[config.mk]
export PLATFORM = sky130hd
export DESIGN_NAME = bapr_ram
export DESIGN_NICKNAME = d
export VERILOG_FILES = /design/src/rtl/core/bitmap_page_allocator_refcount_macros.svh /design/src/rtl/core/bapr_ram.sv
export SDC_FILE = /design/constraint.sdc
export NUM_CORES = 2
export LEC_CHECK = 0
export ABC_CLOCK_PERIOD_IN_PS = 3900
export BUFFER_PORTS_ARGS = -buffer_cell sky130_fd_sc_hd__clkbuf_2
export CORE_MARGIN = 10
export CORE_UTILIZATION = 40
export DETAILED_ROUTE_END_ITERATION = 6
export GPL_ROUTABILITY_DRIVEN = 0
export PLACE_DENSITY_LB_ADDON = 0.08
export SYNTH_ARGS = -nofsm -noshare
export SYNTH_HDL_FRONTEND = slang
export SYNTH_SLANG_ARGS = --single-unit
[constraint.sdc]
create_clock -name aclk -period 3.9 [get_ports aclk]
set_input_delay 0.585 -clock aclk [delete_from_list [all_inputs] [get_ports aclk]]
set_output_delay 0.585 -clock aclk [all_outputs]
set_load 0.05 [all_outputs]
[src/rtl/core/bitmap_page_allocator_refcount_macros.svh]
// ----------------------------------------------------------------------------
// Assertion macros for the page allocator
// Concurrent checks that compile away when SYNTHESIS is defined.
// ----------------------------------------------------------------------------
`ifndef BITMAP_PAGE_ALLOCATOR_REFCOUNT_MACROS_SVH
`define BITMAP_PAGE_ALLOCATOR_REFCOUNT_MACROS_SVH
`ifndef SYNTHESIS
// Same-cycle implication, quiet while reset is asserted.
`define BAPR_ASSERT_IMP(lbl, ante, cons, msg) \
    lbl: assert property (@(posedge aclk) disable iff (!aresetn) (ante) |-> (cons)) \
        else $error(msg);
// Next-cycle implication, quiet while reset is asserted.
`define BAPR_ASSERT_NXT(lbl, ante, cons, msg) \
    lbl: assert property (@(posedge aclk) disable iff (!aresetn) (ante) |=> (cons)) \
        else $error(msg);
// Next-cycle implication that is also checked around reset.
`define BAPR_ASSERT_RST(lbl, ante, cons, msg) \
    lbl: assert property (@(posedge aclk) (ante) |=> (cons)) \
        else $error(msg);
`else
`define BAPR_ASSERT_IMP(lbl, ante, cons, msg)
`define BAPR_ASSERT_NXT(lbl, ante, cons, msg)
`define BAPR_ASSERT_RST(lbl, ante, cons, msg)
`endif
`endif

[src/rtl/core/bapr_ram.sv]
// ----------------------------------------------------------------------------
// bapr_ram
// Simple dual-port synchronous RAM with a registered read port.
// ----------------------------------------------------------------------------
module bapr_ram #(
    parameter int WIDTH = 32,
    parameter int DEPTH = 128,
    parameter int AW    = $clog2(DEPTH)
) (
    input  logic             aclk,
    input  logic             rd_en,
    input  logic [AW-1:0]    rd_addr,
    output logic [WIDTH-1:0] rd_data,
    input  logic             wr_en,
    input  logic [AW-1:0]    wr_addr,
    input  logic [WIDTH-1:0] wr_data
);

    logic [WIDTH-1:0] mem [DEPTH];

    always_ff @(posedge aclk) begin
        if (wr_en) begin
            mem[wr_addr] <= wr_data;
        end
    end

    always_ff @(posedge aclk) begin
        if (rd_en) begin
            rd_data <= mem[rd_addr];
        end
    end

endmodule

; ---- Word level (Yosys, flattened, before mapping)
; Memories as Yosys holds them, arrays and structs flattened. A register that Yosys moved wholly into a read port is not among the register bits.
; Cells that the tools add are included.
[totals]
ramBits = 4096
input_bits = 49
output_inout_bits = 32
mem_count = 1
ff_bits = 0
elab_cells = 3
[classes]
mux = 2
[memory_table]
columns = name, depth, width, rd, rd_clocked_by_memory_dff, write_ports, line_no
row1 = mem, 128, 32, 1, 1, 1, bapr_ram.sv:19  ; logic [WIDTH-1:0] mem [DEPTH];
[ops]
columns = cell, n
row1 = 2-to-1 mux 1 bit, 2

; ---- Depth between registers and ports, before layout
[logic_depth]
depth_word = 2
ltp_mapped = 8
depth_no_buf = 4

; ---- Least setup slack after synthesis
; OpenSTA, ideal clock, no wires.
[synth_timing]
path_type = input to register
from = input port wr_en
to = memory mem[98][0], enable pin
path_buffers = 1
path_slack_ps = 76
required_ps = 3439
stages = 3
t_arrival_ps = 3363
setup_time_ps = 461
path_cell_list = clkbuf_1 > nand4_1 > nor3_1
[synth_between]
elab_chain_len = 2
[synth_lines]
columns = element, line_no
row1 = from (decl), bapr_ram.sv:14  ; input logic wr_en,
row2 = 2-to-1 mux 1 bit, bapr_ram.sv:22  ; if (wr_en) begin
row3 = 2-to-1 mux 1 bit (implied by the code), bapr_ram.sv:23  ; mem[wr_addr] <= wr_data;
row4 = to (decl), bapr_ram.sv:19
; No other way between the ends.

==> out/qor.yml <==
place:
  detailedPlace.worstSlack_ns: -0.165
  io_buffer_count: 80
  dp_cells: 11500
  detailed_place_hpwl_um: 279000
final_layout:
  fillers: 31400
  design.final.nets: 6761
  layout-drive-gt1-share_pct: 38.5
  area.growth.synth_to_final_pct: 17.9
  finalNonFillerCells: 12300
setup_path:
  timing.critical_path.to: "rd_data[8]"
  critical_path_peak_fanout: 25
  crit_path_max_incr_delay_ns: 0.67
  worst-path-buf-inv: 5
  path_class: "input port to flip-flop"
  r2r.worst_path.cells: 4
  reg2reg_setup_slack_ns: 0.96
  end_kind: "flip-flop"
  cp.depth: 9
  cp_top_family: "multiplexers"
  worstPathCellList: "buf_12, buf_12, buf_12, buf_12, buf_4, mux4_2, mux4_2, mux4_2, mux2_2"
  timing.critical_path.slowest_stage_cell: "sky130_fd_sc_hd__mux4_2"
  critPathMostFrequentCell: "sky130_fd_sc_hd__buf_12"
  source_of_the_worst_register_to_register_timing_path: "mem[46][1]"
  timing.critical_path.required_ns: 4.61
  cp.arrival_ns: 3.78
  startpoint: "rd_addr[0]"
  r2r-end: "rd_data[1]"
  worst_setup_start_kind: "input port"
routing:
  routed_wl_um: 475000
  ant_nets: 0
  drt-initial-drc-count: 9219
  detailroute.via_count: 72100
  routed_via_density: 5.85
  detail_route.wl_per_cell_um: 38.5
  count_of_tritonroute_iterations_in_the_first_routing_pass: 6
  post-route-drc-count: 0
yosys:
  synthesis.instances: 5990
  syn_area_um2: 157000
  synth-warning-count: 0
  netlist_top_cells_count: "sky130_fd_sc_hd__edfxtp_1 (4128), sky130_fd_sc_hd__mux4_2 (1344), sky130_fd_sc_hd__clkbuf_1 (182)"
  synth.lib_cells_used.distinct: 16
  post-synth-top-count-cell: "sky130_fd_sc_hd__edfxtp_1"
  synth_async_sr_flop_share_pct: 0
  synth-seq-area-share_pct: 79.2
  synth_top_area_share_pct: 79.2
  synth-edff-count: 4128
  synthDominantAreaCellType: "sky130_fd_sc_hd__edfxtp_1"
  synthMuxAreaShare_pct: 19.6
  synth-simple-area-share_pct: 0.445
  synth.ff_latch_count: 4128
  post_synth_main_area_contributors: "sky130_fd_sc_hd__edfxtp_1 (79%), sky130_fd_sc_hd__mux4_2 (19%), sky130_fd_sc_hd__clkbuf_1 (0.44%), sky130_fd_sc_hd__nor2_1 (0.29%), sky130_fd_sc_hd__buf_2 (0.25%)"
  yosys.area_share.xor_xnor_pct: 0
  synth_compound_gate_area_share_pct: 0
  dominantRegCellSynth: "sky130_fd_sc_hd__edfxtp_1"
  postSynthAreaPerCell_um2: 26.1
  post_synthesis_adder_cell_area_fraction_pct: 0
  largest_family_of_logic_cells_by_synthesized_area: "multiplexers"
  postSynthNetCount: 6039
global_route:
  grt_first_pass_wirelength_um: 645000
  grt_start_max_net_pins: 90
  grt_use_total_pct: 22.5
  first_global_vias: 74100
  antenna_found_initial: 85
  globalRoute.totalOverflow: 0
clock_network:
  cts.root.buffer_cell: "sky130_fd_sc_hd__clkbuf_16"
  tritoncts: "yes"
  cts_max_path_buffers: 4
  tritoncts.num_buffers: 441
  cts-hold-fix-buffers: 0
  worst_skew_pair_latency_ns: 1.00
  postCtsSetupBuffers: 0
  cts.sinks: 4128
  ctsHtreeMaxLevel: 5
  clk_transition_reported_paths_ns: 0.06
  cts_repair_resize_count: 0
sta:
  min_period_ns: 3.07
  tightest_pin_transition_ns: 1.16
  rsz0062_at_grt: "false"
  setup_slack_ns: 0.825
  final_number_of_hold_violating_endpoints: 0
  min_period_over_period_pct: 78.8
  finClkSkew_ns: 0.0883
  timing.slew.headroom_pct: 22.9
  setup_viol: 0
  fmax_mhz: 325
  timing.final.max_slew_violations: 0
  fin_setup_tns_ns: 0
pwr:
  power.internal_mw: 75.3
  switching_share_pct: 21.8
  clock_group_share_of_total_power_pct: 43.2
  vdd_ir_drop_max_mv: 0.448
  share_comb_of_total_power_pct: 5.7
  power_leakage_nw: 56.8
  power_density_nw_per_um2: 522
  power_frac_seq_pct: 51.1
  net-switching-power_mw: 21.0
floorplan:
  initial_core_util_pct: 40.2
  top_ports: 81
  die_y_um: 646
  die_area_um2: 417000
  floorplan.core_area_um2: 389000
  die_x_um: 646
  rows: 229
status:
  outcome: "finished, final reports clean"
job:
  max_cap_violations: 0
hold_path:
  holdCritPathClass: "input port to flip-flop"
through the flow:
step	total power [mW]	instance area (um^2)	utilization [%]	hold WS, ns
2_1_floorplan	52.5	157000	-	0.684
3_3_place_gp	55.7	170000	43.7	1.10
3_5_place_dp	55.7	170000	43.7	1.12
4_1_cts	97.2	184000	47.4	0.0362
5_1_grt	99.0	185000	47.4	0.0844
6_report	96.3	185000	47.4	0.114
worst register-to-register path, delay by kind of cell, from the launching register on:
family,cells,cell delay (ns)
flip-flops,1,0.38
multiplexers,4,2.35
area by class of cell:
cell class / instances / area [um^2] / share of cell area (%)
antenna: 53 / 133 / 0.0718
clock buffer: 546 / 11600 / 6.28
clock inverter: 263 / 2720 / 1.48
multi-input combinational: 1546 / 32300 / 17.5
sequential: 4128 / 124000 / 67.1
tap: 5197 / 6500 / 3.52
timing repair buffer: 595 / 7420 / 4.02
placed cells by master, fill, tap and decap left out, drive strengths merged:
master       n
bufinv      47
nand3       12
nor2       122
inv          7
clkinv     194
clkinvlp    15
edfxtp    4128
nand2       14
clkbuf     587
mux2        32
mux4      1344
buf        554
nand2b       2
nor2b        7
nor3         9
diode       53
nand4        3
or3          1
flip-flops by register name (all words and copies together), names as in the netlist:
signal and cells:
mem 4096, rd_data 32
cell families after synthesis:
| group | after synthesis |
|---|---|
| DFF | 4128 |
| buffers and inverters | 316 |
| and+or+nand+nor | 170 |
| muxes | 1376 |
worst min path at each step:
stage,from,endpoint,slack [ns],depth (start not counted)
finish,wr_data[28],mem[67][28],0.11,1
CTS,wr_data[28],mem[67][28],0.04,1
global route,wr_data[28],mem[67][28],0.08,1
floorplan,wr_data[0],mem[0][0],0.68,0
detailed placement,wr_data[28],mem[67][28],1.12,1
global placement,wr_data[28],mem[94][28],1.10,1
layer usage:
metal / vias up / global-route usage [%] / wire [um]
li1: 28000 / - / -
met1: 40900 / 32.1 / 200000
met2: 2662 / 36.9 / 232000
met3: 529 / 3.34 / 30800
met4: 22 / 5.17 / 11300
met5: - / 0 / 133
power groups by stage:
stage          Combinational (mW)  Clock, mW  Sequential (mW)
5_1_grt                      5.69       44.2             49.2
2_1_floorplan                2.36          0             50.2
4_1_cts                      5.58       42.4             49.2
3_3_place_gp                 5.51          0             50.2
3_5_place_dp                 5.57          0             50.2
6_report                     5.47       41.6             49.2
Note: power is estimated with default switching activity, not from simulation.
