==> config.mk <==
export PLATFORM = sky130hd
export DESIGN_NAME = bapr_map
export DESIGN_NICKNAME = d
export VERILOG_FILES = /design/src/rtl/core/bitmap_page_allocator_refcount_macros.svh /design/src/rtl/core/bapr_pkg.sv /design/src/rtl/core/bapr_map.sv
export SDC_FILE = /design/constraint.sdc
export NUM_CORES = 1
export LEC_CHECK = 0
export CAP_MARGIN = 20
export CORE_ASPECT_RATIO = 2
export CORE_MARGIN = 2
export CORE_UTILIZATION = 40
export DETAILED_ROUTE_END_ITERATION = 10
export DONT_BUFFER_PORTS = 1
export HOLD_SLACK_MARGIN = 0.05
export MAX_ROUTING_LAYER = met4
export PLACE_DENSITY = 0.65
export SETUP_SLACK_MARGIN = 0.02
export SYNTH_ARGS = -nofsm -noshare
export SYNTH_HDL_FRONTEND = slang
export SYNTH_SLANG_ARGS = --single-unit
==> constraint.sdc <==
create_clock -name aclk -period 3.3 [get_ports aclk]
set_input_delay 0.495 -clock aclk [delete_from_list [all_inputs] [get_ports aclk]]
set_output_delay 0.495 -clock aclk [all_outputs]
set_load 0.005 [all_outputs]
==> src/rtl/core/bitmap_page_allocator_refcount_macros.svh <==
// ----------------------------------------------------------------------------
// Assertion macros for the page allocator
// Concurrent checks that compile away when SYNTHESIS is defined.
// ----------------------------------------------------------------------------
`ifndef BITMAP_PAGE_ALLOCATOR_REFCOUNT_MACROS_SVH
`define BITMAP_PAGE_ALLOCATOR_REFCOUNT_MACROS_SVH
`ifndef SYNTHESIS
// Same-cycle implication, quiet while reset is asserted.
`define BAPR_ASSERT_IMP(lbl, ante, cons, msg) \
    lbl: assert property (@(posedge aclk) disable iff (!aresetn) (ante) |-> (cons)) \
        else $error(msg);
// Next-cycle implication, quiet while reset is asserted.
`define BAPR_ASSERT_NXT(lbl, ante, cons, msg) \
    lbl: assert property (@(posedge aclk) disable iff (!aresetn) (ante) |=> (cons)) \
        else $error(msg);
// Next-cycle implication that is also checked around reset.
`define BAPR_ASSERT_RST(lbl, ante, cons, msg) \
    lbl: assert property (@(posedge aclk) (ante) |=> (cons)) \
        else $error(msg);
`else
`define BAPR_ASSERT_IMP(lbl, ante, cons, msg)
`define BAPR_ASSERT_NXT(lbl, ante, cons, msg)
`define BAPR_ASSERT_RST(lbl, ante, cons, msg)
`endif
`endif

==> src/rtl/core/bapr_pkg.sv <==
// ----------------------------------------------------------------------------
// bapr_pkg
// Shared types and constants of the page allocator.
// ----------------------------------------------------------------------------
package bapr_pkg;

    localparam int NUM_PAGES_DEFAULT = 4096;
    localparam int PAGE_SHIFT        = 12;
    localparam int PAGE_BYTES        = 4096;
    localparam int ADDR_W            = 32;
    localparam int CMD_W             = 3;
    localparam int CNT_W             = 8;
    localparam int FREE_W            = 13;
    localparam int CFG_W             = 32;
    localparam int CFG_IDX_W         = 2;
    localparam int WORD_BITS         = 32;
    localparam int ROW_CNT_W         = CNT_W * WORD_BITS;

    localparam logic [WORD_BITS-1:0] ALL_USED  = 32'hFFFF_FFFF;
    localparam logic [CNT_W-1:0]     COUNT_MAX = 8'd255;

    localparam logic [CFG_IDX_W-1:0] CFG_FREE_BASE = 2'd0;
    localparam logic [CFG_IDX_W-1:0] CFG_FREE_LEN  = 2'd1;
    localparam logic [CFG_IDX_W-1:0] CFG_RSV_BASE  = 2'd2;
    localparam logic [CFG_IDX_W-1:0] CFG_RSV_LEN   = 2'd3;

    typedef enum logic [CMD_W-1:0] {
        CMD_INIT  = 3'd0,
        CMD_ALLOC = 3'd1,
        CMD_FREE  = 3'd2,
        CMD_REF   = 3'd3,
        CMD_QUERY = 3'd4
    } cmd_t;

    typedef enum logic [2:0] {
        S_CLEAR,
        S_IDLE,
        S_INIT,
        S_ALLOC,
        S_UPDATE,
        S_REPLY
    } state_t;

    typedef struct packed {
        logic [CFG_W-1:0] rel_base;
        logic [CFG_W-1:0] rel_len;
        logic [CFG_W-1:0] rsv_base;
        logic [CFG_W-1:0] rsv_len;
    } cfg_t;

    typedef struct packed {
        logic              status;
        logic [ADDR_W-1:0] page_address;
        logic [CNT_W-1:0]  reference_count;
        logic [FREE_W-1:0] free_count;
    } res_t;

    typedef struct packed {
        logic rd_en;
        logic wr_en;
    } mem_ctl_t;

endpackage

==> src/rtl/core/bapr_map.sv <==
// ----------------------------------------------------------------------------
// bapr_map
// Builds the used-bit word of each bitmap word for an init sweep.
// ----------------------------------------------------------------------------
module bapr_map #(
    parameter int NUM_PAGES = bapr_pkg::NUM_PAGES_DEFAULT,
    parameter int PGW       = $clog2(NUM_PAGES),
    parameter int WW        = PGW - 5
) (
    input  logic                               aclk,
    input  logic                               load,
    input  bapr_pkg::cfg_t                     cfg,
    input  logic [WW-1:0]                      word,
    output logic [bapr_pkg::WORD_BITS-1:0]     used_word
);

    // Page bounds must also hold NUM_PAGES itself.
    localparam int BW = PGW + 1;
    localparam logic [21:0] LIMIT = 22'(NUM_PAGES);

    logic [BW-1:0] free_lo_reg, free_hi_reg, rsv_lo_reg, rsv_hi_reg;
    logic          rsv_on_reg;
    logic [32:0]   free_sum;
    logic [33:0]   rsv_sum;
    logic [bapr_pkg::WORD_BITS-1:0] free_mask, rsv_mask;

    function automatic logic [BW-1:0] clip(input logic [21:0] pg);
        logic [BW-1:0] r;
        r = (pg > LIMIT) ? BW'(NUM_PAGES) : pg[BW-1:0];
        return r;
    endfunction

    // Pages of this word that lie in [lo, hi).
    function automatic logic [bapr_pkg::WORD_BITS-1:0] span_mask(
        input logic [WW-1:0] w, input logic [BW-1:0] lo, input logic [BW-1:0] hi);
        logic [WW:0] wx;
        logic [bapr_pkg::WORD_BITS-1:0] ge, lt;
        wx = {1'b0, w};
        if (wx > lo[BW-1:5]) begin
            ge = bapr_pkg::ALL_USED;
        end else if (wx == lo[BW-1:5]) begin
            ge = bapr_pkg::ALL_USED << lo[4:0];
        end else begin
            ge = '0;
        end
        if (wx < hi[BW-1:5]) begin
            lt = bapr_pkg::ALL_USED;
        end else if (wx == hi[BW-1:5]) begin
            lt = ~(bapr_pkg::ALL_USED << hi[4:0]);
        end else begin
            lt = '0;
        end
        return ge & lt;
    endfunction

    assign free_sum = {1'b0, cfg.rel_base} + {1'b0, cfg.rel_len};
    assign rsv_sum  = {2'b00, cfg.rsv_base} + {2'b00, cfg.rsv_len}
                    + 34'(bapr_pkg::PAGE_BYTES - 1);

    always_ff @(posedge aclk) begin
        if (load) begin
            free_lo_reg <= clip({2'b00, cfg.rel_base[31:12]});
            free_hi_reg <= clip({1'b0, free_sum[32:12]});
            rsv_lo_reg  <= clip({2'b00, cfg.rsv_base[31:12]});
            rsv_hi_reg  <= clip(rsv_sum[33:12]);
            rsv_on_reg  <= (cfg.rsv_len != '0);
        end
    end

    always_comb begin
        free_mask = span_mask(word, free_lo_reg, free_hi_reg);
        rsv_mask  = rsv_on_reg ? span_mask(word, rsv_lo_reg, rsv_hi_reg) : '0;
        // Page 0 is always held back.
        if (word == '0) begin
            rsv_mask[0] = 1'b1;
        end
        used_word = ~(free_mask & ~rsv_mask);
    end

endmodule

### Yosys cells after proc, flatten, opt, wreduce, memory -nomap -nowiden

Cells that the tools add are included.
W data, S select, Z words.

* bits of input ports: 137
* flip-flop bits (word level): 53
* word-level logic and storage cells: 43

* reduce and logical (&&, ||, !) cells: 2
* equality and inequality tests: 4
* multiplexer cells: 10
* magnitude comparators: 8
* bitwise operators: 7
* add/sub/neg operators: 3
* shift-type cells: 4

Operators with widths (number)
* $mux W32: 9
* $not A32 Y32: 4
* $shl A32 B5 Y32 const A: 4
* $and A32 B32 Y32: 3
* $add A32 B32 Y33: 2
* $gt A20 B13 Y1 const B: 2
* $add A33 B12 Y34 const B: 1
* $eq A7 B8 Y1: 4
* $reduce_bool A32 Y1: 1
* $gt A22 B13 Y1 const B: 1
* $gt A21 B13 Y1 const B: 1
* $gt A7 B8 Y1: 2
* $lt A7 B8 Y1: 2
* $logic_not A7 Y1: 1
* $mux W1: 1

### Logic depth before layout (Yosys ltp)

Gate-level depths: netlist (run 1).

* word-level depth: 10
* gate-level depth with buffers: 14

### Worst setup path before layout (run 1)

Ideal clock, no wire load.

* path type: input -> register
* start point: input port cfg[27] in the netlist's numbering
* end point: register rsv_hi_reg[4], data pin
* path slack: -78 ps
* buffers on the path: 1
* setup time: 176 ps
* cell stages on the path: 12
* data arrival time: 3202 ps
* required time: 3124 ps
* cell sequence: ha_1 -> ha_1 -> clkbuf_1 -> nand2_1 -> nor4_1 -> and3_1 -> o31ai_1 -> a211o_1 -> mux2i_1 -> nor4_4 -> nand3_2 -> nor4_1

* longest elaborated chain between the ends: 3

Ends and longest elaborated chain
* from (decl): line bapr_map.sv:12 `input bapr_pkg::cfg_t cfg,`
* $add A32 B32 Y33: line bapr_map.sv:57 `assign rsv_sum = {2'b00, cfg.rsv_base} + {2'b00, cfg.rsv_len}`
* $add A33 B12 Y34: line bapr_map.sv:58 `+ 34'(bapr_pkg::PAGE_BYTES - 1);`
* $gt A22 B13 Y1: line bapr_map.sv:29 `r = (pg > LIMIT) ? BW'(NUM_PAGES) : pg[BW-1:0];`
* to (signal assigned): line bapr_map.sv:65 `rsv_hi_reg <= clip(rsv_sum[33:12]);`
* to (decl): line bapr_map.sv:21 `logic [BW-1:0] free_lo_reg, free_hi_reg, rsv_lo_reg, rsv_hi_reg;`

No other way between the ends.
A chain may end at the register's enable or synchronous reset.

### Worst setup path after layout (run 1)

* start point: register rsv_hi_reg[6]
* end point: output port used_word[9] in the netlist's numbering

* longest elaborated chain between the ends: 8
* elaborated cells on any way between the ends: 9
* classes of those cells: 1 x order compare; 1 x eq/ne; 3 x mux; 4 x bitwise

Ends and longest elaborated chain
* branches (longest 2 deep; another with $lt A7 B8 Y1)
* $mux W32 (*): line bapr_map.sv:46 `if (wx < hi[BW-1:5]) begin`
* $and A32 B32 Y32 (*): line bapr_map.sv:53 `return ge & lt;`
* $mux W32 (*): line bapr_map.sv:72 `rsv_mask = rsv_on_reg ? span_mask(word, rsv_lo_reg, rsv_hi_reg) : '0;`
* $not A32 Y32 (*): line bapr_map.sv:77 `used_word = ~(free_mask & ~rsv_mask);`
* $and A32 B32 Y32 (*): line bapr_map.sv:77
* $not A32 Y32 (*): line bapr_map.sv:77
* to (decl): line bapr_map.sv:14 `output logic [bapr_pkg::WORD_BITS-1:0] used_word`

Every way passes the cells marked *.

==> flow_summary.ini, run 1 <==
[status]
violations = negative setup slack
status = finished, violations left

[global_routing]
antenna_found_initial = 0
grt_start_max_net_pins = 54
grt_usage = 0.2656
grt_pass1_vias = 8935
overflow = 0
grt_pass1_wl_mm = 45.20

[floorplanning]
die_y_um = 209.3
die_w_um = 106.7
rows = 75
io_pins = 169
dieArea_sq_mm = 0.02232
core_sq_mm = 0.02083
start_util = 0.4047

[finish]
nets = 1469
antenna_cells = 0
syn_to_final_growth_pct = 23.75
drive_gt1_frac = 0.2209
utilization = 0.5008

[synthesis]
synth_top_area_cell = edfxtp_1
ys_top_cells_by_count = 120 x ha_1, 93 x a21oi_1, 92 x inv_1
ys_ff_latch = 53
synth_most_common_cell = ha_1
synthDistinctLibCells = 80
synth_area_sq_mm = 0.008431
synth_flop_cell = edfxtp_1
yosysSeqAreaShare = 0.1888
synthTopCellsByArea = edfxtp_1 19%, ha_1 18%, a21oi_1 5.5%, inv_1 4.1%, o21ai_0 3.9%
async_flop_share = 0
synth_nets = 1351
syn_inst = 1094
synthDominantCellAreaShare = 0.1888
avgSynthCellArea_sq_um = 7.706
ys_warn_count = 0
synth_edf_count = 53

[clock_network]
clockRootBuffer = clkbuf_16
htreeDepth = 2
clkTransAtPathRegs_ps = 70
cts_tree = done
cts.sinks = 53
cts-buffers-inserted = 5
clock_path_buffers = 2

[setup_path]
critPathCaptureType = primary output
critPathLaunchType = flop
required_ps = 2800
crit_arrival_ps = 2820
crit_path_frequent_cell = o21a_1
endpoint = used_word[9]
path_max_fanout = 7
crit_path_start = rsv_hi_reg[6]
cp_cell_sequence = inv_2 > ha_4 > nor2b_4 > o21a_1 > o21a_1 > o21a_1 > o21a_1 > o21ai_4 > buf_6 > a21boi_4 > o21a_1 > o311ai_2 > buf_4
slowest_stage = edfxtp_1
crit_type = flop to primary output
critPathMaxStageDelay_ps = 370

[timing]
hold_viol = 0
hold_ws_ps = 314.0
final_max_slew_viol_count = 0
finalCritPeriodShare = 1.005
relSlewSlack = 0.5213
rsz0062_at_grt = true
max_freq_ghz = 0.3014
finalSetupViolations = 3
tightest_slew_ps = 713.0
fin_ws_ps = -17.64
fin_setup_tns_ps = -35.07
period_needed_ps = 3318

[pwr]
ir_drop_mv = 0.1751
power_w = 0.003052
power.density_mw_per_mm2 = 292.5
p_leak_nw = 4.359

[detailed_routing]
num_vias = 9100
drtIter0Drc = 483
first_pass_iters = 5
avgViaCountPerCell = 6.140
wl_per_cell_um = 20.22
route.detailed.drc = 0
wl_mm = 29.97
final_antenna_net_count = 0

[placement]
place_ws_ps = -313.6
gp_congestion = 0.9830
io_buffers = 0
dp_hpwl_mm = 25.12

[run]
drv_cap = 0

[hold_path]
hp-class = primary input to flop
## kinds of logic after synthesis
group,after synthesis,synth area share
AND/OR/NAND/NOR,391,0.2504
AO/OA/AOI/OAI,359,0.2841
buffers and inverters,138,0.06396
adder cells (fa/ha/maj),121,0.1793
flip-flops,53,0.1888
XOR/XNOR,30,0.03117
multiplexers,2,0.002375
## through the flow
| step | std cells | cell area, sq um |
|---|---|---|
| 2_1_floorplan | 1094 | 8444 |
| 3_3_place_gp | 1463 | 9691 |
| 3_5_place_dp | 1463 | 9691 |
| 4_1_cts | 1471 | 9906 |
| 5_1_grt | 1482 | 10430 |
| 6_report | 1482 | 10430 |
## area by class of cell
class	instances	area (sq um)
clock buffer	6	128.9
clock inverter	2	15.01
fill	2064	10400
inverter	93	361.6
multi-input combinational	903	6808
sequential	53	1592
tap	269	336.6
timing repair buffer	156	1191
## critical path: cells and delay by family (launching register included)
family	cells	cell delay (ps)
AOI/OAI and AO/OA	8	1450
adders and majority gates	1	200
buffers and inverters	3	390
DFF	1	370
and+or+nand+nor	1	120
## metal layers
metal,wire length (um),global-route usage,vias to the layer above
met1,10370,0.2592,4249
met3,2002,0.04969,115
met4,2012,0.1688,0
li1,-,-,4383
met2,15580,0.4731,353
met5,0,-,-
## worst min-delay path by stage
stage,from,to,slack [ps],depth (start not counted)
after CTS,load,free_lo_reg[2],310,0
after global routing,load,free_lo_reg[2],310,0
after detailed placement,load,free_lo_reg[2],610,0
after floorplan,load,free_hi_reg[0],610,0
after global placement,load,free_lo_reg[2],610,0
final,load,free_lo_reg[2],310,0
## power breakdown
group	total, W	leakage, nW	switching [W]	internal [W]
registers	0.000813	0.506	0.0000373	0.000775
clock network	0.000497	0.0631	0.000216	0.000281
logic	0.00174	3.79	0.000950	0.000791
## repair_timing
item / 4_1_cts / 5_1_grt
hold buffers: 0 / 0
resized for setup: 17 / 94
endpoints found under the setup margin: 22 / 45
setup buffers: 0 / 11
pin swaps: 4 / 48
cloned: 0 / 0
## cell usage in the layout, fill, tap and decap left out, drive strengths merged, types with 6 or more instances in the layout
master,n
or3,12
o21a,28
buf,156
a211oi,12
and2,37
clkbuf,6
a221oi,8
o211ai,21
nor3,25
inv,93
nand3b,6
xor2,13
xnor2,17
nor2,70
nand3,30
a211o,8
ha,120
edfxtp,53
a221o,9
o31ai,10
nor2b,16
nand2,79
or2,14
a21o,20
a21oi,94
nand2b,7
o21ai,82
nand4b,6
nor4,33
and3,9
or4,7
o311ai,9
nand4,29
a31oi,12
No activity file was read; power rests on OpenSTA's default activity.
==> run 2, diff against run 1 <==
--- a/config.mk
+++ b/config.mk
@@ -13,7 +13,6 @@
 export DONT_BUFFER_PORTS = 1
 export HOLD_SLACK_MARGIN = 0.05
 export MAX_ROUTING_LAYER = met4
-export PLACE_DENSITY = 0.65
 export SETUP_SLACK_MARGIN = 0.02
 export SYNTH_ARGS = -nofsm -noshare
 export SYNTH_HDL_FRONTEND = slang
==> run 2 against run 1 <==
  * The run still ends with negative setup slack left
  * Clock power is 2% higher
  * Sequential cell count stayed put
  * Hold slack worse by 5.6 ps
  * Setup slack worse by 57 ps
  * Total power is 1.4% lower
  * Non-clock buffer count is 5 higher
==> flow_summary.ini, run 2 (same netlist as run 1, synthesis figures left out) <==
[setup_path]
crit_path_start = rsv_hi_reg[6]
path_buf_inv = 1
path_max_fanout = 6
crit_type = flop to primary output
slowest_stage = a221oi_1
cp_num_cells = 11
required_ps = 2800
endpoint = used_word[16]
critPathCaptureType = primary output
path_delay_family = compound AO/OA/AOI/OAI gates
crit_path_frequent_cell = o21a_1
critPathMaxStageDelay_ps = 550
cp_cell_sequence = inv_2 > ha_4 > nor2b_1 > o21a_1 > o21a_1 > o21a_1 > o21a_1 > o21ai_2 > a21oi_4 > a221oi_1 > or4_1
crit_arrival_ps = 2880
critPathLaunchType = flop

[floorplanning]
io_pins = 169
core_sq_mm = 0.02083
dieArea_sq_mm = 0.02232
rows = 75
die_w_um = 106.7
die_y_um = 209.3
start_util = 0.4047

[timing]
rsz0062_at_grt = true
max_freq_ghz = 0.2963
relSlewSlack = 0.4817
tightest_slew_ps = 771.8
finalSetupViolations = 8
fin_setup_tns_ps = -314.2
hold_viol = 0
fin_ws_ps = -74.96
finalCritPeriodShare = 1.023
final_max_slew_viol_count = 0
period_needed_ps = 3375

[global_routing]
overflow = 0
antenna_found_initial = 1
grt_pass1_vias = 8888
grt_start_max_net_pins = 54
grt_pass1_wl_mm = 45.20
grt_usage = 0.2652

[finish]
layout.cells.non_filler = 1489
drive_gt1_frac = 0.2133
syn_to_final_growth_pct = 22.81
fillers = 2130
final_cell_mix = 158 x buf_4, 111 x ha_1, 89 x a21oi_1
layout_commonest_cell = buf_4
utilization = 0.4970
nets = 1475

[detailed_routing]
wl_mm = 29.76
drtIter0Drc = 435
avgViaCountPerCell = 5.996
final_antenna_net_count = 0
wl_per_cell_um = 19.99
num_vias = 8928
first_pass_iters = 5
route.detailed.drc = 0

[pwr]
power.density_mw_per_mm2 = 290.6
p_leak_nw = 4.346
sw_frac_of_total = 0.3942
p_clk_frac = 0.168
pwr-share-comb = 0.560
power.internal_w = 0.001823
pwr-share-seq = 0.271
switching_power_w = 0.001186
ir_drop_mv = 0.1800

[hold_path]
hp-class = primary input to flop

[placement]
post-place-cells = 1472
io_buffers = 0
gp_congestion = 1.043
dp_hpwl_mm = 25.20

[clock_network]
cts_hold_buf = 0
clkTransAtPathRegs_ps = 70
cts.sinks = 53
clockRootBuffer = clkbuf_16
htreeDepth = 2
clock_path_buffers = 2
cts-buffers-inserted = 5
cts_tree = done

[status]
status = finished, violations left
violations = negative setup slack

[run]
drv_cap = 0
## run 2: cell count changes in the layout (fill, tap and decap cells not counted), sizes merged
cell,previous run,this run
nand2,79,80
buf,156,161
diode,0,1
## run 2: worst min-delay path by stage
stage               startpoint        endpoint  slack (ps)  depth (start not counted)
detailed placement        load  free_lo_reg[1]         610                          0
floorplan                 load  free_hi_reg[0]         610                          0
global placement          load  free_lo_reg[2]         610                          0
CTS                       load  free_lo_reg[1]         300                          0
finish                    load  free_lo_reg[1]         310                          0
global route              load  free_lo_reg[1]         300                          0
## run 2: metrics by stage
stage	hold slack (ps)	instance area (sq um)	total power (W)	setup WS, ps
finish	308.3	10350	0.003009	-74.96
global route	303.3	10350	0.003203	-176.9
CTS	301.8	9960	0.002898	-72.49
detailed placement	609.6	9758	0.002382	-247.3
global placement	610.4	9758	0.002372	-198.5
floorplan	607.5	8444	0.001811	28.91
## run 2: routing by layer
layer	GRT usage	part of all wire
met4	0.1724	0.074
met3	0.04565	0.056
met1	0.2529	0.35
met5	-	0
met2	0.4799	0.52
## run 2: power groups by stage
stage | combinational (W) | clock, W | sequential (W)
after floorplan | 0.00101 | 0 | 0.000803
after global placement | 0.00154 | 0 | 0.000828
after detailed placement | 0.00155 | 0 | 0.000828
after CTS | 0.00157 | 0.000511 | 0.000814
after global routing | 0.00185 | 0.000527 | 0.000821
final | 0.00169 | 0.000507 | 0.000816
## run 2: layout make-up
class / count / area, sq um / area share
Timing Repair Buffer: 161 / 1229 / 0.1187
Antenna cell: 1 / 2.502 / 0.0002417
Clock buffer: 6 / 128.9 / 0.01245
Inverter: 93 / 361.6 / 0.03492
Tap cell: 269 / 336.6 / 0.03251
Multi-Input combinational cell: 904 / 6689 / 0.6460
Clock inverter: 2 / 15.01 / 0.001450
Sequential cell: 53 / 1592 / 0.1537
## run 2: repair_timing
item / in CTS / in global routing
resized for setup: 16 / 68
pin swaps: 6 / 33
endpoints found under the hold margin: 0 / 0
endpoints found under the setup margin: 21 / 45
buffers inserted: 0 / 9
gates cloned: 0 / 1
==> run 3, diff against run 2 <==
--- a/config.mk
+++ b/config.mk
@@ -13,6 +13,7 @@
 export DONT_BUFFER_PORTS = 1
 export HOLD_SLACK_MARGIN = 0.05
 export MAX_ROUTING_LAYER = met4
+export PLACE_DENSITY = 0.66
 export SETUP_SLACK_MARGIN = 0.02
 export SYNTH_ARGS = -nofsm -noshare
 export SYNTH_HDL_FRONTEND = slang
==> run 3 against run 2 <==
  * First-iteration DRC count grew 27%
  * Sequential cell count is the same
  * Critical endpoint unchanged
  * Global-route usage grew 0.81 points
  * Clock power grew 15%
  * Critical path type unchanged
  * Core utilization grew 0.80 points
  * Final area grew 1.6%
  * The flow still finishes with violations (negative setup slack)
  * Combinational power grew 6%
  * Total power grew 6.0%
==> flow_summary.ini, run 3 (same netlist as run 1, synthesis figures left out) <==
[detailed_routing]
wl_per_cell_um = 20.83
wl_mm = 30.82
final_antenna_net_count = 0
drtIter0Drc = 553
first_pass_iters = 5
num_vias = 9086
avgViaCountPerCell = 6.139
route.detailed.drc = 0

[placement]
postPlaceCellArea_sq_mm = 0.009686
dp_hpwl_mm = 25.22
gp_congestion = 1.009
io_buffers = 0

[finish]
drive_gt1_frac = 0.2329
nets = 1467
layout_commonest_cell = buf_4
final_cell_mix = 149 x buf_4, 102 x ha_1, 85 x inv_1
syn_to_final_growth_pct = 24.80
utilization = 0.5050
design_area_sq_mm = 0.01052
antenna_cells = 0

[floorplanning]
die_y_um = 209.3
die_w_um = 106.7
dieArea_sq_mm = 0.02232
rows = 75
start_util = 0.4047
core_sq_mm = 0.02083
io_pins = 169

[setup_path]
critPathLaunchType = flop
slowest_stage = a221oi_1
path_delay_family = compound AO/OA/AOI/OAI gates
crit_arrival_ps = 2850
crit_type = flop to primary output
path_buf_inv = 1
critPathCaptureType = primary output
crit_path_frequent_cell = o21a_1
required_ps = 2800
critPathMaxStageDelay_ps = 580
cp_cell_sequence = inv_2 > ha_4 > nor2b_4 > o21a_1 > o21a_1 > o21a_1 > o21a_1 > o21ai_2 > a21oi_2 > a221oi_1 > or4_1
path_max_fanout = 4

[clock_network]
cts.sinks = 53
clkTransAtPathRegs_ps = 70
clock_path_buffers = 2
cts_tree = done
htreeDepth = 2
clockRootBuffer = clkbuf_16
cts-buffers-inserted = 5
cts_hold_buf = 0

[hold_path]
hp-class = primary input to flop

[status]
violations = negative setup slack
status = finished, violations left

[global_routing]
grt_pass1_vias = 9119
grt_start_max_net_pins = 54
antenna_found_initial = 0
grt_usage = 0.2732
grt_pass1_wl_mm = 46.60
overflow = 0

[run]
drv_cap = 0

[pwr]
power.density_mw_per_mm2 = 303.2
p_leak_nw = 4.365
ir_drop_mv = 0.1777

[timing]
rsz0062_at_grt = true
finalSetupViolations = 1
period_needed_ps = 3342
final_max_slew_viol_count = 0
fin_setup_tns_ps = -41.80
fin_ws_ps = -41.80
hold_viol = 0
relSlewSlack = 0.4862
tightest_slew_ps = 765.2
max_freq_ghz = 0.2992
finalCritPeriodShare = 1.013
-- run 3: metal layers --
layer  GRT usage  wire (um)  up-vias
met2      0.4893      15860      349
met4      0.1724       2319        0
met1      0.2721      10790     4237
met3     0.03944       1855      127
li1            -          -     4373
met5           -          0        -
-- run 3: path summary, 6_finish.rpt --
kind | cells past startpoint | startpoint | endpoint | slack [ps]
worst max-delay path | 11 | rsv_hi_reg[6] | used_word[16] | -40
worst min-delay path | 0 | load | free_lo_reg[1] | 310
-- run 3: repair_timing --
item                                    4_1_cts  5_1_grt
endpoints found under the setup margin       22       41
buffers inserted                              1        8
gates resized for setup                      11      118
pin swaps                                     8       41
-- run 3: area by class of cell --
type / instances / area (sq um)
inverter: 93 / 361.6
sequential: 53 / 1592
fill: 2080 / 10310
clock buffer: 6 / 128.9
tap: 269 / 336.6
timing repair buffer: 154 / 1175
clock inverter: 2 / 33.78
multi-input combinational: 903 / 6894
-- run 3: through the flow --
stage               hold slack, ps  worst slack, ps  power [W]  instances
floorplan                    607.5            28.91   0.001811       1094
global placement             610.6           -200.3   0.002368       1464
detailed placement           610.8           -351.8   0.002384       1464
CTS                          306.3           -19.59   0.002976       1473
global route                 298.1           -114.8   0.003393       1480
finish                       310.0           -41.80   0.003190       1480
-- run 3: power by group --
part | internal, W | total, W | leakage (nW) | switching, W
sequential | 0.000776 | 0.000820 | 0.506 | 0.0000448
clock | 0.000356 | 0.000581 | 0.0785 | 0.000225
combinational | 0.000824 | 0.00179 | 3.78 | 0.000965
